==> src/hw/rtl/lsfe_pkg.sv <==
// ----------------------------------------------------------------------------
// lsfe_pkg
// types, constants and arithmetic helpers of the fire effect block
// ----------------------------------------------------------------------------
package lsfe_pkg;

  localparam int          HEAT_W   = 12;
  localparam logic [11:0] HEAT_MAX = 12'd4095;
  localparam logic [6:0]  MAX_PIX  = 7'd64;

  // item codes
  localparam logic [1:0] ACT_ADVANCE = 2'd0;
  localparam logic [1:0] ACT_SPARK   = 2'd1;
  localparam logic [1:0] ACT_RENDER  = 2'd2;

  // register indexes
  localparam logic [1:0] REG_FADE_STEP   = 2'd0;
  localparam logic [1:0] REG_SPREAD_THR  = 2'd1;
  localparam logic [1:0] REG_SPREAD_RNG  = 2'd2;
  localparam logic [1:0] REG_DISP_PIXELS = 2'd3;

  // floor(h*rate/10) as h * (rate*52429) >> 19, exact for h below 4096
  localparam logic [18:0] OFFER_K6 = 19'd314574;
  localparam logic [18:0] OFFER_K4 = 19'd209716;
  localparam logic [18:0] OFFER_K2 = 19'd104858;

  // floor(t*c/4095) as t * (c*1048833) >> 32, exact for t below 4096
  localparam logic [27:0] PAL_K64  = 28'd67125312;
  localparam logic [27:0] PAL_K191 = 28'd200327103;
  localparam logic [27:0] PAL_K255 = 28'd267452415;

  localparam logic [11:0] SPARK_BASE = 12'd1229;
  localparam logic [11:0] SPARK_GAIN = 12'd2867;

  typedef struct packed {
    logic [11:0] fade_step;
    logic [11:0] spread_threshold;
    logic [2:0]  spread_range;
    logic [6:0]  display_pixels;
  } cfg_t;

  typedef struct packed {
    logic [7:0] red;
    logic [7:0] green;
    logic [7:0] blue;
  } color_t;

  typedef struct packed {
    logic load_item;
    logic idx_clear;
    logic idx_inc;
    logic clr_wr;
    logic cool_wr;
    logic self_ld;
    logic nb_rd;
    logic nb_use;
    logic spr_wr;
    logic spk_rd;
    logic spk_wr;
    logic div_init;
    logic div_step;
    logic pix_init;
    logic pix_rd;
    logic pix_ld;
    logic pix_step;
  } cmd_t;

  typedef struct packed {
    logic idx_last;
    logic range_zero;
    logic nb_last;
    logic div_last;
    logic spark_ok;
    logic pix_last;
    logic out_taken;
  } sts_t;

  function automatic logic [11:0] spread_offer(input logic [11:0] h, input logic [2:0] d);
    logic [18:0] k;
    logic [30:0] p;
    k = (d == 3'd1) ? OFFER_K6 : (d == 3'd2) ? OFFER_K4 : OFFER_K2;
    p = 31'(h) * 31'(k);
    return p[30:19];
  endfunction

  function automatic logic [11:0] spark_heat(input logic [11:0] h, input logic [7:0] e);
    logic [19:0] p;
    logic [12:0] s;
    p = 20'(e) * 20'(SPARK_GAIN);
    s = 13'(h) + 13'(SPARK_BASE) + 13'(p[19:8]);
    return (s > 13'(HEAT_MAX)) ? HEAT_MAX : s[11:0];
  endfunction

  function automatic color_t palette(input logic [11:0] h);
    logic [13:0] u;
    logic [1:0]  k;
    logic [13:0] t;
    logic [27:0] c;
    logic [39:0] p;
    color_t      o;
    u = {h, 2'b00};
    if (u >= 14'd12285) begin
      k = 2'd3;
    end else if (u >= 14'd8190) begin
      k = 2'd2;
    end else if (u >= 14'd4095) begin
      k = 2'd1;
    end else begin
      k = 2'd0;
    end
    t = u - 14'(k) * 14'(HEAT_MAX);
    case (k)
      2'd0:    c = PAL_K64;
      2'd1:    c = PAL_K191;
      default: c = PAL_K255;
    endcase
    p = 40'(t[11:0]) * 40'(c);
    o = '0;
    case (k)
      2'd0: begin
        o.red = p[39:32];
      end
      2'd1: begin
        o.red = 8'd64 + p[39:32];
      end
      2'd2: begin
        o.red   = 8'd255;
        o.green = p[39:32];
      end
      default: begin
        o.red   = 8'd255;
        o.green = 8'd255;
        o.blue  = p[39:32];
      end
    endcase
    return o;
  endfunction

endpackage

==> src/hw/rtl/lsfe_ctrl.sv <==
// ----------------------------------------------------------------------------
// lsfe_ctrl
// sequencer: clearing pass, cool and spread sweeps, spark, render
// ----------------------------------------------------------------------------
module lsfe_ctrl (
  input  logic          clk,
  input  logic          rst_n,
  input  logic          in_valid,
  input  logic [1:0]    in_action,
  output logic          in_ready,
  input  lsfe_pkg::sts_t sts,
  output lsfe_pkg::cmd_t cmd
);
  import lsfe_pkg::*;

  typedef enum logic [15:0] {
    ST_CLR      = 16'h0001,
    ST_IDLE     = 16'h0002,
    ST_COOL_RD  = 16'h0004,
    ST_COOL_WR  = 16'h0008,
    ST_SELF_RD  = 16'h0010,
    ST_SELF_LD  = 16'h0020,
    ST_NB_RD    = 16'h0040,
    ST_NB_USE   = 16'h0080,
    ST_SPR_WR   = 16'h0100,
    ST_SPK_RD   = 16'h0200,
    ST_SPK_WR   = 16'h0400,
    ST_DIV      = 16'h0800,
    ST_PIX_INIT = 16'h1000,
    ST_PIX_RD   = 16'h2000,
    ST_PIX_LD   = 16'h4000,
    ST_PIX_WAIT = 16'h8000
  } state_t;

  state_t state_r, state_nxt;

  assign in_ready = (state_r == ST_IDLE);

  always_ff @(posedge clk) begin
    if (!rst_n) begin
      state_r <= ST_CLR;
    end else begin
      state_r <= state_nxt;
    end
  end

  always_comb begin
    state_nxt = state_r;
    cmd       = '0;
    case (state_r)
      ST_CLR: begin
        cmd.clr_wr = 1'b1;
        if (sts.idx_last) begin
          cmd.idx_clear = 1'b1;
          state_nxt     = ST_IDLE;
        end else begin
          cmd.idx_inc = 1'b1;
        end
      end
      ST_IDLE: begin
        if (in_valid) begin
          cmd.load_item = 1'b1;
          case (in_action)
            ACT_ADVANCE: state_nxt = ST_COOL_RD;
            ACT_SPARK:   state_nxt = ST_SPK_RD;
            ACT_RENDER: begin
              cmd.div_init = 1'b1;
              state_nxt    = ST_DIV;
            end
            default:     state_nxt = ST_IDLE;
          endcase
        end
      end
      ST_COOL_RD: state_nxt = ST_COOL_WR;
      ST_COOL_WR: begin
        cmd.cool_wr = 1'b1;
        if (sts.idx_last) begin
          cmd.idx_clear = 1'b1;
          state_nxt     = ST_SELF_RD;
        end else begin
          cmd.idx_inc = 1'b1;
          state_nxt   = ST_COOL_RD;
        end
      end
      ST_SELF_RD: state_nxt = ST_SELF_LD;
      ST_SELF_LD: begin
        cmd.self_ld = 1'b1;
        state_nxt   = sts.range_zero ? ST_SPR_WR : ST_NB_RD;
      end
      ST_NB_RD: begin
        cmd.nb_rd = 1'b1;
        state_nxt = ST_NB_USE;
      end
      ST_NB_USE: begin
        cmd.nb_use = 1'b1;
        state_nxt  = sts.nb_last ? ST_SPR_WR : ST_NB_RD;
      end
      ST_SPR_WR: begin
        cmd.spr_wr = 1'b1;
        if (sts.idx_last) begin
          cmd.idx_clear = 1'b1;
          state_nxt     = ST_IDLE;
        end else begin
          cmd.idx_inc = 1'b1;
          state_nxt   = ST_SELF_RD;
        end
      end
      ST_SPK_RD: begin
        cmd.spk_rd = 1'b1;
        state_nxt  = ST_SPK_WR;
      end
      ST_SPK_WR: begin
        cmd.spk_wr = sts.spark_ok;
        state_nxt  = ST_IDLE;
      end
      ST_DIV: begin
        cmd.div_step = 1'b1;
        if (sts.div_last) begin
          state_nxt = ST_PIX_INIT;
        end
      end
      ST_PIX_INIT: begin
        cmd.pix_init = 1'b1;
        state_nxt    = ST_PIX_RD;
      end
      ST_PIX_RD: begin
        cmd.pix_rd = 1'b1;
        state_nxt  = ST_PIX_LD;
      end
      ST_PIX_LD: begin
        cmd.pix_ld = 1'b1;
        state_nxt  = ST_PIX_WAIT;
      end
      ST_PIX_WAIT: begin
        if (sts.out_taken) begin
          if (sts.pix_last) begin
            state_nxt = ST_IDLE;
          end else begin
            cmd.pix_step = 1'b1;
            state_nxt    = ST_PIX_RD;
          end
        end
      end
      default: state_nxt = ST_IDLE;
    endcase
  end

endmodule

==> src/hw/rtl/lsfe_dp.sv <==
// ----------------------------------------------------------------------------
// lsfe_dp
// heat and cooled-copy memories, spread accumulator, divider, pixel output
// ----------------------------------------------------------------------------
module lsfe_dp #(
  parameter int CELL_COUNT = 64
) (
  input  logic           clk,
  input  logic           rst_n,
  input  lsfe_pkg::cfg_t cfg,
  input  lsfe_pkg::cmd_t cmd,
  output lsfe_pkg::sts_t sts,
  input  logic [5:0]     in_spark_position,
  input  logic [7:0]     in_energy,
  output logic           out_valid,
  input  logic           out_ready,
  output logic [5:0]     out_pixel_index,
  output logic [7:0]     out_red,
  output logic [7:0]     out_green,
  output logic [7:0]     out_blue,
  output logic           out_last_pixel
);
  import lsfe_pkg::*;

  localparam int AW = $clog2(CELL_COUNT);
  localparam int NW = AW + 4;
  localparam int DW = $clog2(CELL_COUNT + 1);
  localparam int CW = $clog2(DW);

  logic [HEAT_W-1:0] heat_mem [CELL_COUNT];
  logic [HEAT_W-1:0] src_mem  [CELL_COUNT];

  logic [AW-1:0]     idx_r;
  logic [5:0]        pos_r;
  logic [7:0]        energy_r;
  logic [HEAT_W-1:0] heat_rd_r, src_rd_r, acc_r;
  logic [2:0]        d_r;
  logic              side_r, nb_ok_r;
  logic [6:0]        n_r, r_r, frac_r;
  logic [DW-1:0]     q_r;
  logic [CW-1:0]     dcnt_r;
  logic [AW-1:0]     cell_r;
  logic [5:0]        x_r;
  logic              out_valid_r, out_last_r;
  logic [5:0]        out_pix_r;
  color_t            out_col_r;

  // neighbor address for the spread gather
  logic [NW-1:0] j_ext, d_ext, nb_up, nb_dn;
  logic          nb_ok;
  logic [AW-1:0] nb_addr;

  assign j_ext   = NW'(idx_r);
  assign d_ext   = NW'(d_r);
  assign nb_up   = j_ext + d_ext;
  assign nb_dn   = j_ext - d_ext;
  assign nb_ok   = side_r ? (nb_up < NW'(CELL_COUNT)) : (j_ext >= d_ext);
  assign nb_addr = !nb_ok ? idx_r : (side_r ? nb_up[AW-1:0] : nb_dn[AW-1:0]);

  logic spark_ok;
  assign spark_ok = (32'(pos_r) < 32'(CELL_COUNT));

  // memory ports
  logic [AW-1:0]     heat_raddr, heat_waddr, src_raddr;
  logic              heat_we;
  logic [HEAT_W-1:0] heat_wdata, cooled;

  assign cooled = (heat_rd_r >= cfg.fade_step) ? heat_rd_r - cfg.fade_step : '0;

  always_comb begin
    if (cmd.spk_rd) begin
      heat_raddr = spark_ok ? AW'(pos_r) : '0;
    end else if (cmd.pix_rd) begin
      heat_raddr = cell_r;
    end else begin
      heat_raddr = idx_r;
    end
    heat_we    = cmd.clr_wr | cmd.spr_wr | cmd.spk_wr;
    heat_waddr = cmd.spk_wr ? AW'(pos_r) : idx_r;
    if (cmd.spk_wr) begin
      heat_wdata = spark_heat(heat_rd_r, energy_r);
    end else if (cmd.spr_wr) begin
      heat_wdata = acc_r;
    end else begin
      heat_wdata = '0;
    end
    src_raddr = cmd.nb_rd ? nb_addr : idx_r;
  end

  always_ff @(posedge clk) begin
    heat_rd_r <= heat_mem[heat_raddr];
    if (heat_we) begin
      heat_mem[heat_waddr] <= heat_wdata;
    end
  end

  always_ff @(posedge clk) begin
    src_rd_r <= src_mem[src_raddr];
    if (cmd.cool_wr) begin
      src_mem[idx_r] <= cooled;
    end
  end

  // sweep index
  always_ff @(posedge clk) begin
    if (!rst_n) begin
      idx_r <= '0;
    end else if (cmd.idx_clear) begin
      idx_r <= '0;
    end else if (cmd.idx_inc) begin
      idx_r <= idx_r + AW'(1);
    end
  end

  always_ff @(posedge clk) begin
    if (cmd.load_item) begin
      pos_r    <= in_spark_position;
      energy_r <= in_energy;
    end
  end

  // spread gather: max of own cooled heat and offers from neighbors
  logic [HEAT_W-1:0] offer;
  assign offer = spread_offer(src_rd_r, d_r);

  always_ff @(posedge clk) begin
    if (cmd.self_ld) begin
      acc_r  <= src_rd_r;
      d_r    <= 3'd1;
      side_r <= 1'b0;
    end else if (cmd.nb_use) begin
      if (nb_ok_r && (src_rd_r > cfg.spread_threshold) && (offer > acc_r)) begin
        acc_r <= offer;
      end
      if (side_r) begin
        side_r <= 1'b0;
        d_r    <= d_r + 3'd1;
      end else begin
        side_r <= 1'b1;
      end
    end
    if (cmd.nb_rd) begin
      nb_ok_r <= nb_ok;
    end
  end

  // restoring divider: CELL_COUNT / n, one quotient bit per beat
  logic [7:0] dtrial, n_ext;
  logic       dge;
  assign n_ext  = {1'b0, n_r};
  assign dtrial = {r_r, q_r[DW-1]};
  assign dge    = (dtrial >= n_ext);

  // pixel to cell step: cell advances by quotient, remainder carries
  logic [7:0]  fsum;
  logic        fwrap;
  logic [DW:0] cell_sum;
  assign fsum     = {1'b0, frac_r} + {1'b0, r_r};
  assign fwrap    = (fsum >= n_ext);
  assign cell_sum = (DW+1)'(cell_r) + (DW+1)'(q_r) + (DW+1)'(fwrap);

  logic pix_last;
  assign pix_last = ({1'b0, x_r} == (n_r - 7'd1));

  always_ff @(posedge clk) begin
    if (cmd.div_init) begin
      if (cfg.display_pixels == 7'd0) begin
        n_r <= 7'd1;
      end else if (cfg.display_pixels > MAX_PIX) begin
        n_r <= MAX_PIX;
      end else begin
        n_r <= cfg.display_pixels;
      end
      q_r    <= DW'(CELL_COUNT);
      r_r    <= '0;
      dcnt_r <= '0;
    end else if (cmd.div_step) begin
      r_r    <= dge ? 7'(dtrial - n_ext) : dtrial[6:0];
      q_r    <= {q_r[DW-2:0], dge};
      dcnt_r <= dcnt_r + CW'(1);
    end
    if (cmd.pix_init) begin
      cell_r <= '0;
      frac_r <= '0;
      x_r    <= '0;
    end else if (cmd.pix_step) begin
      cell_r <= cell_sum[AW-1:0];
      frac_r <= fwrap ? 7'(fsum - n_ext) : fsum[6:0];
      x_r    <= x_r + 6'd1;
    end
  end

  // output register
  always_ff @(posedge clk) begin
    if (!rst_n) begin
      out_valid_r <= 1'b0;
    end else if (cmd.pix_ld) begin
      out_valid_r <= 1'b1;
    end else if (out_ready) begin
      out_valid_r <= 1'b0;
    end
  end

  always_ff @(posedge clk) begin
    if (cmd.pix_ld) begin
      out_pix_r  <= x_r;
      out_col_r  <= palette(heat_rd_r);
      out_last_r <= pix_last;
    end
  end

  assign out_valid       = out_valid_r;
  assign out_pixel_index = out_pix_r;
  assign out_red         = out_col_r.red;
  assign out_green       = out_col_r.green;
  assign out_blue        = out_col_r.blue;
  assign out_last_pixel  = out_last_r;

  assign sts.idx_last   = (idx_r == AW'(CELL_COUNT - 1));
  assign sts.range_zero = (cfg.spread_range == 3'd0);
  assign sts.nb_last    = side_r && (d_r == cfg.spread_range);
  assign sts.div_last   = (dcnt_r == CW'(DW - 1));
  assign sts.spark_ok   = spark_ok;
  assign sts.pix_last   = pix_last;
  assign sts.out_taken  = out_valid_r & out_ready;

endmodule

==> src/hw/rtl/led_string_fire_effect.sv <==
// ----------------------------------------------------------------------------
// led_string_fire_effect
// one-dimensional fire: a row of heat cells, sparks, and palette render
// ----------------------------------------------------------------------------
// After reset the block clears the heat memory and takes no item until that
// is done. Items are worked one at a time. A spark reads its cell and writes
// the raised heat back. An advance sweeps the row twice through the heat and
// cooled-copy memories, each with one read and one write port: first to cool,
// then to gather neighbor heat, two memory reads per neighbor distance. A
// render runs a bit-serial divider, then emits its pixels one at a time; each
// pixel waits in the output register until taken.
module led_string_fire_effect #(
  parameter int CELL_COUNT = 64
) (
  input  logic        clk,
  input  logic        rst_n,
  input  logic        in_valid,
  output logic        in_ready,
  input  logic [1:0]  in_action,
  input  logic [5:0]  in_spark_position,
  input  logic [7:0]  in_energy,
  output logic        out_valid,
  input  logic        out_ready,
  output logic [5:0]  out_pixel_index,
  output logic [7:0]  out_red,
  output logic [7:0]  out_green,
  output logic [7:0]  out_blue,
  output logic        out_last_pixel,
  input  logic        psel,
  input  logic        penable,
  input  logic        pwrite,
  input  logic [3:0]  paddr,
  input  logic [31:0] pwdata,
  output logic [31:0] prdata,
  output logic        pready
);
  import lsfe_pkg::*;

  cfg_t cfg_r;
  cmd_t cmd;
  sts_t sts;
  logic cfg_we;

  assign pready = 1'b1;
  assign cfg_we = psel & penable & pwrite;

  always_ff @(posedge clk) begin
    if (!rst_n) begin
      cfg_r.fade_step        <= 12'd123;
      cfg_r.spread_threshold <= 12'd82;
      cfg_r.spread_range     <= 3'd3;
      cfg_r.display_pixels   <= 7'd64;
    end else if (cfg_we) begin
      case (paddr[3:2])
        REG_FADE_STEP:   cfg_r.fade_step        <= pwdata[11:0];
        REG_SPREAD_THR:  cfg_r.spread_threshold <= pwdata[11:0];
        REG_SPREAD_RNG:  cfg_r.spread_range     <= pwdata[2:0];
        REG_DISP_PIXELS: cfg_r.display_pixels   <= pwdata[6:0];
        default: ;
      endcase
    end
  end

  always_comb begin
    case (paddr[3:2])
      REG_FADE_STEP:   prdata = 32'(cfg_r.fade_step);
      REG_SPREAD_THR:  prdata = 32'(cfg_r.spread_threshold);
      REG_SPREAD_RNG:  prdata = 32'(cfg_r.spread_range);
      REG_DISP_PIXELS: prdata = 32'(cfg_r.display_pixels);
      default:         prdata = '0;
    endcase
  end

  lsfe_ctrl u_ctrl (
    .clk       (clk),
    .rst_n     (rst_n),
    .in_valid  (in_valid),
    .in_action (in_action),
    .in_ready  (in_ready),
    .sts       (sts),
    .cmd       (cmd)
  );

  lsfe_dp #(
    .CELL_COUNT (CELL_COUNT)
  ) u_dp (
    .clk               (clk),
    .rst_n             (rst_n),
    .cfg               (cfg_r),
    .cmd               (cmd),
    .sts               (sts),
    .in_spark_position (in_spark_position),
    .in_energy         (in_energy),
    .out_valid         (out_valid),
    .out_ready         (out_ready),
    .out_pixel_index   (out_pixel_index),
    .out_red           (out_red),
    .out_green         (out_green),
    .out_blue          (out_blue),
    .out_last_pixel    (out_last_pixel)
  );

endmodule

==> config.mk <==
export PLATFORM = sky130hd
export DESIGN_NAME = led_string_fire_effect
export DESIGN_NICKNAME = d
export VERILOG_FILES = /design/src/hw/rtl/lsfe_pkg.sv /design/src/hw/rtl/lsfe_ctrl.sv /design/src/hw/rtl/lsfe_dp.sv /design/src/hw/rtl/led_string_fire_effect.sv
export SDC_FILE = /design/constraint.sdc
export NUM_CORES = 2
export LEC_CHECK = 0
export ABC_AREA = 1
export BUFFER_PORTS_ARGS = -buffer_cell sky130_fd_sc_hd__buf_2
export CAP_MARGIN = 20
export CORE_ASPECT_RATIO = 0.75
export CORE_MARGIN = 2
export CORE_UTILIZATION = 40
export CTS_CLUSTER_SIZE = 28
export DETAILED_ROUTE_END_ITERATION = 10
export SYNTH_ARGS = -nofsm -noshare
export SYNTH_HDL_FRONTEND = slang
export SYNTH_HIERARCHICAL = 1
export SYNTH_SLANG_ARGS = --single-unit
==> constraint.sdc <==
create_clock -name clk -period 17.62 [get_ports clk]
set_input_delay 0.881 -clock clk [delete_from_list [all_inputs] [get_ports clk]]
set_output_delay 0.881 -clock clk [all_outputs]
set_load 0.01 [all_outputs]
* Word-level counts from Yosys, hierarchy flattened
Memories as Yosys holds them, arrays and structs flattened. A register that Yosys moved wholly into a read port is not among the register bits. Cells that the tools add are included.
Word-level totals: register bits 162, bits in writable memories 1536, memories 2
Cells by class: add/sub/neg operators 17, multipliers 4, order comparisons 12, equality and inequality tests 33, multiplexer cells 69, bitwise logic cells 6, reduce and logical (&&, ||, !) cells 23
Memory list:
- u_dp.heat_mem | words 64, width 12, rd ports 1, clocked after memory_dff 1, write ports 1, line lsfe_dp.sv:30 | logic [HEAT_W-1:0] heat_mem [CELL_COUNT];
- u_dp.src_mem | words 64, width 12, rd ports 1, clocked after memory_dff 1, write ports 1, line lsfe_dp.sv:31 | logic [HEAT_W-1:0] src_mem [CELL_COUNT];
Operators by type and width (count):
- 16-bit one-hot mux with 15 select lines | 1
- 32-bit one-hot mux with 4 select lines | 1
- 12-bit 2-to-1 mux | 7
- 16-bit 2-to-1 mux | 4
- 28-bit one-hot mux with 2 select lines | 1
- 12-bit by 28-bit multiplier with 40-bit output | 1
- 6-bit 2-to-1 mux | 6
- 12-bit one-hot mux with 3 select lines | 1
- 8-bit one-hot mux with 2 select lines | 2
- 12-bit by 19-bit multiplier with 31-bit output | 1
- 1-bit 2-to-1 mux | 31
- 28-bit 2-to-1 mux | 1
- 12-bit > comparator | 2
- 12-bit subtractor | 2
- 7-bit 2-to-1 mux | 3
- 8-bit by 12-bit multiplier with 20-bit output (second input constant) | 1
- 19-bit 2-to-1 mux | 1
- 18-bit 2-to-1 mux | 1
- 9-bit 2-to-1 mux | 2
- 16-bit by 1-bit equality test with 1-bit output (second input constant) | 1
- 16-bit by 10-bit equality test with 1-bit output (second input constant) | 1
- 16-bit by 11-bit equality test with 1-bit output (second input constant) | 1
- 16-bit by 12-bit equality test with 1-bit output (second input constant) | 1
- 16-bit by 13-bit equality test with 1-bit output (second input constant) | 1
- 57 further kinds | 90

* Depth between registers and ports, before layout
depth after elaboration 11, mapped depth 38, gate-level depth less buffers 37

* Hierarchy
The synthesis kept the hierarchy.
By module, submodules not included:
- lsfe_dp | instances 1, cells an instance 8019, area an instance 85378.1 um^2, sequential area each 49497.5 um^2
- led_string_fire_effect | instances 1, cells an instance 261, area an instance 1715.4 um^2, sequential area each 680.7 um^2
- lsfe_ctrl | instances 1, cells an instance 188, area an instance 1147.4 um^2, sequential area each 320.3 um^2

* Worst setup path before layout
No wires, ideal clock.
kind reg2reg, from register u_dp.heat_rd_r[10] (read register of u_dp.heat_mem), to register u_dp.out_col_r (netlist bit u_dp/out_red[7]), data pin, library setup time 0.263 ns, arrival time 7.178 ns, required time 17.357 ns, path slack 10.179 ns, cell stages (with the launch flop) 32, path buffers 0, clock period less this slack 7.441 ns, path through dfxtp_1 inv_1 fa_1 ha_1 a21oi_1 o21ai_0 a21oi_1 nor2_1 o21ai_0 nand2_1 xnor2_1 nor2_1 inv_1 fa_1 inv_1 fa_1 inv_1 fa_1 fa_1 inv_1 fa_1 ha_1 nand2_1 nor2_1 nand2_1 o21ai_0 nand2_1 nand3_1 xor2_1 inv_1 nand2_1 nand3_1
On the way: cells in the longest elaborated chain, start to end 11, elaborated cells on any way between the ends 16, classes of those cells 2 x add/sub; 2 x mul; 3 x order compare; 1 x eq/ne; 7 x mux; 1 x reduce/logical
Ends and longest elaborated chain:
- from (decl) | line lsfe_dp.sv:36 | logic [HEAT_W-1:0] heat_rd_r, src_rd_r, acc_r;
- 14-bit by 12-bit greater-or-equal comparator with 1-bit output | line lsfe_pkg.sv:106 | end else if (u >= 14'd4095) begin
- 1-bit 2-to-1 mux | line lsfe_pkg.sv:106
- 2-bit 2-to-1 mux | line lsfe_pkg.sv:104 | end else if (u >= 14'd8190) begin
- 2-bit 2-to-1 mux * | line lsfe_pkg.sv:102 | if (u >= 14'd12285) begin
- 2-bit 2-to-1 mux * | line lsfe_dp.sv:205 | if (cmd.pix_ld) begin
- parallel branches: the longest is 5 deep, another holds 12-bit by 28-bit multiplier with 40-bit output
- 8-bit one-hot mux with 2 select lines * | line lsfe_pkg.sv:119 | case (k)
- to (signal assigned) | line lsfe_dp.sv:207 | out_col_r <= palette(heat_rd_r);
- to (decl) | line lsfe_dp.sv:46 | color_t out_col_r;
Mark *: on every way between the ends. The select of a mux whose other input is x is not followed. A chain may end at the register's enable or synchronous reset.

* Final worst setup path
from register u_dp.d_r[1], to register u_dp.acc_r[1], enable pin
On the way: cells in the longest elaborated chain, start to end 8, elaborated cells on any way between the ends 9, classes of those cells 1 x mul; 1 x order compare; 2 x eq/ne; 2 x mux; 3 x reduce/logical
Ends and longest elaborated chain:
- from (decl) | line lsfe_dp.sv:37 | logic [2:0] d_r;
- from (signal assigned) | line lsfe_dp.sv:137 | d_r <= d_r + 3'd1;
- 3-bit by 2-bit equality test with 1-bit output | line lsfe_pkg.sv:81 | k = (d == 3'd1) ? OFFER_K6 : (d == 3'd2) ? OFFER_K4 : OFFER_K2;
- 18-bit 2-to-1 mux | line lsfe_pkg.sv:81
- 19-bit 2-to-1 mux * | line lsfe_pkg.sv:81
- 12-bit by 19-bit multiplier with 31-bit output * | line lsfe_pkg.sv:82 | p = 31'(h) * 31'(k);
- 12-bit > comparator * | line lsfe_dp.sv:132 | if (nb_ok_r && (src_rd_r > cfg.spread_threshold) && (offer > acc_r)) begin
- 1-bit logical AND * | line lsfe_dp.sv:132
- 2-bit nonzero test (no source line) *
- 2-bit AND reduction (no source line) *
- to (signal assigned) | line lsfe_dp.sv:128 | acc_r <= src_rd_r;
- to (signal assigned) | line lsfe_dp.sv:133 | acc_r <= offer;
- to (decl) | line lsfe_dp.sv:36
Every way passes the cells marked *; elsewhere a longest branch is shown, timed or not.

==> impl_metrics.ini <==
[outcome]
status = completed

[clocking]
cts_tree = built
clock-sinks = 1722
htreeDepth = 4
cts_inserted_buffers = 173
cts_setup_buffers = 0
cts_root_buf = clkbuf_16
clockBufferDepth = 3
clk_pin_slew_worst_paths_ns = 0.06
postCtsHoldBufs = 0
clkLatencyLatePin_ns = 0.85
cts-resized-gates = 0

[drt]
vias = 61000
ant_nets = 0
post-route-drc-count = 0
wl_per_cell_microns = 20.7
drt-pass1-iter-count = 6
wirelength_mm = 241
viasPerCell = 5.24
drtIter0Drc = 6499

[worst_setup_path]
cpMaxStageDelayCell = clkinv_1
crit_path_start = u_dp/d_r[1]
start_kind = flop
worstPathMaxFanout = 19
worst_path_largest_cell_delay_ns = 0.78
timing.rr.start = u_dp/d_r[1]
worstSetupPathType = reg -> reg
cp.arrival_ns = 9.75
crit_path_end_kind = flop
timing.critical_path.buf_inv = 7
critPathTopFamily = adder cells
required_ns = 18.04

[synthesis]
yosys-top-cells-count = edfxtp_1 (1601), inv_1 (1361), nand2_1 (1283), nand3_1 (954), nor2_1 (613)
syn_area_sq_um = 88200
yosysWarnings = 6
synth_top_family_by_area = simple AND/OR/NAND/NOR gates
synth-xor-area-share = 0.00852
synthArstFlopShare = 0
synth_compound_area_frac = 0.0735
synth-edff-count = 1601
avgSynthCellArea_sq_um = 10.4
synth_mux_area_frac = 0.000128
synth.distinct_cells = 58
post-synth-top-count-cell = edfxtp_1
synth_area_leaders = edfxtp_1 (54%), fa_1 (5.9%), inv_1 (5.8%), nand2_1 (5.5%), nand3_1 (5.4%)
synth_fa_ha_area_frac = 0.102
post-synth-top-area-cell = edfxtp_1
netlist_instances = 8468
synth_simple_gate_area_frac = 0.163
ys.flop_type = edfxtp_1
ys_seq_area_frac = 0.572
ys_ff_latch = 1722
yosysTopAreaCellShare = 0.545

[timing]
tightestPinTransition_ns = 1.32
skew_ns = 0.0636
finalHoldWorstSlack_ns = 0.256
fin_crit_ns = 9.33
drv_slew = 0
finalHoldViolations = 0
fmax_mhz = 107
fin_crit_sh = 0.530
tns_ns = 0
relSlewSlack = 0.117
rsz0062_at_grt = false
finalSetupViolations = 0

[die]
floorplan.rows = 149
fp.dieH_microns = 411
initial_core_util = 0.402
fp.dieArea_sq_um = 224000
ioPinCount = 125
core_sq_um = 220000
die_x_microns = 546

[grt]
antenna_found_initial = 5
grt_pass1_wl_mm = 363
grt_pass1_vias = 58100
grt_max_degree = 177
grt_remaining_overflow = 0
grtUsageTotal = 0.211

[run]
drv_cap = 0

[final_layout]
finalNonFillerCells = 11600
syn2layout_area_growth_pct = 11.2
fill_cells = 20400
layout.nets = 9165
drive_gt1_frac = 0.0904

[hold_path]
min_path_type = in -> reg
min_from = in_energy[2]

[placement]
globalplace.congestion = 0.909
detailed_place_hpwl_mm = 152
dp_cells = 11300
io_buffers = 81
[worst reg2reg max path: cells and delay by family, from the launching register on]
family,cells,cell delay [ns]
flops,1,0.48
xor+xnor,1,0.23
buf+inv,7,1.42
compound gates,3,0.43
simple gates,12,2.91
fa+ha+maj,8,3.50
[layout by cell type (no fill, tap or decap), drive strengths merged, types with 179 or more instances in the layout]
cell type / n
clkbuf: 222
nand3: 956
ha: 303
nor2: 629
fa: 261
o211ai: 330
buf: 278
nand2: 1299
edfxtp: 1601
inv: 1380
o21ai: 445
a21oi: 179
[state kept, by name, indices dropped and copies added (netlist names), 6 cells and up]
name	cells
u_dp/q_r	7
u_dp/src_mem	768
u_dp/out_green	8
u_ctrl/state_r	16
u_dp/energy_r	8
u_dp/idx_r	6
u_dp/frac_r	7
u_dp/x_r	6
u_dp/out_red	8
cfg_r	34
u_dp/cell_r	6
u_dp/acc_r	12
u_dp/pos_r	6
u_dp/heat_mem	768
u_dp/out_blue	8
u_dp/r_r	7
u_dp/out_pixel_index	6
u_dp/n_r	7
u_dp/src_rd_r	12
u_dp/heat_rd_r	12
[stage by stage]
step	cell area [sq um]	util	setup slack [ns]
finish	98100	0.447	8.29
global route	98100	0.447	7.70
CTS	98000	0.446	8.47
detailed placement	92400	0.421	8.50
global placement	92100	0.419	8.49
floorplan	88300	-	10.18
[cells by family after synthesis]
logic type               after synthesis
multiplexers                           1
buffers and inverters               1780
XOR/XNOR                              85
other                                  3
AO/OA/AOI/OAI                       1078
flip-flops                          1722
adder cells (fa/ha/maj)              564
AND/OR/NAND/NOR                     3235
[layout make-up]
type / count / area, sq um / share of cell area
timing repair buffer: 280 / 2020 / 0.0206
clock inverter: 100 / 1000 / 0.0102
tap: 2944 / 3680 / 0.0375
sequential: 1722 / 50500 / 0.515
inverter: 1380 / 5190 / 0.0529
antenna: 4 / 10.0 / 0.000102
clock buffer: 220 / 4560 / 0.0464
multi-input combinational: 4985 / 31200 / 0.318
[final timing paths]
check	endpoint	slack, ns	cells past startpoint
worst max-delay path	u_dp/acc_r[1]	8.29	31
worst min-delay path	u_dp/energy_r[2]	0.26	1
worst max register to register	u_dp/acc_r[1]	8.29	31
worst min register to register	u_dp/frac_r[4]	0.48	2
[metal layers]
metal	GRT usage	share of wire	vias to the layer above
li1	-	-	28700
met1	0.322	0.47	29900
met2	0.308	0.42	2163
met3	0.0389	0.086	294
met4	0.0540	0.021	0
met5	0	0	-
Power is left out: the tool's default activity adds up to more than one toggle a clock period on the data nets, which glitch-free logic cannot reach.
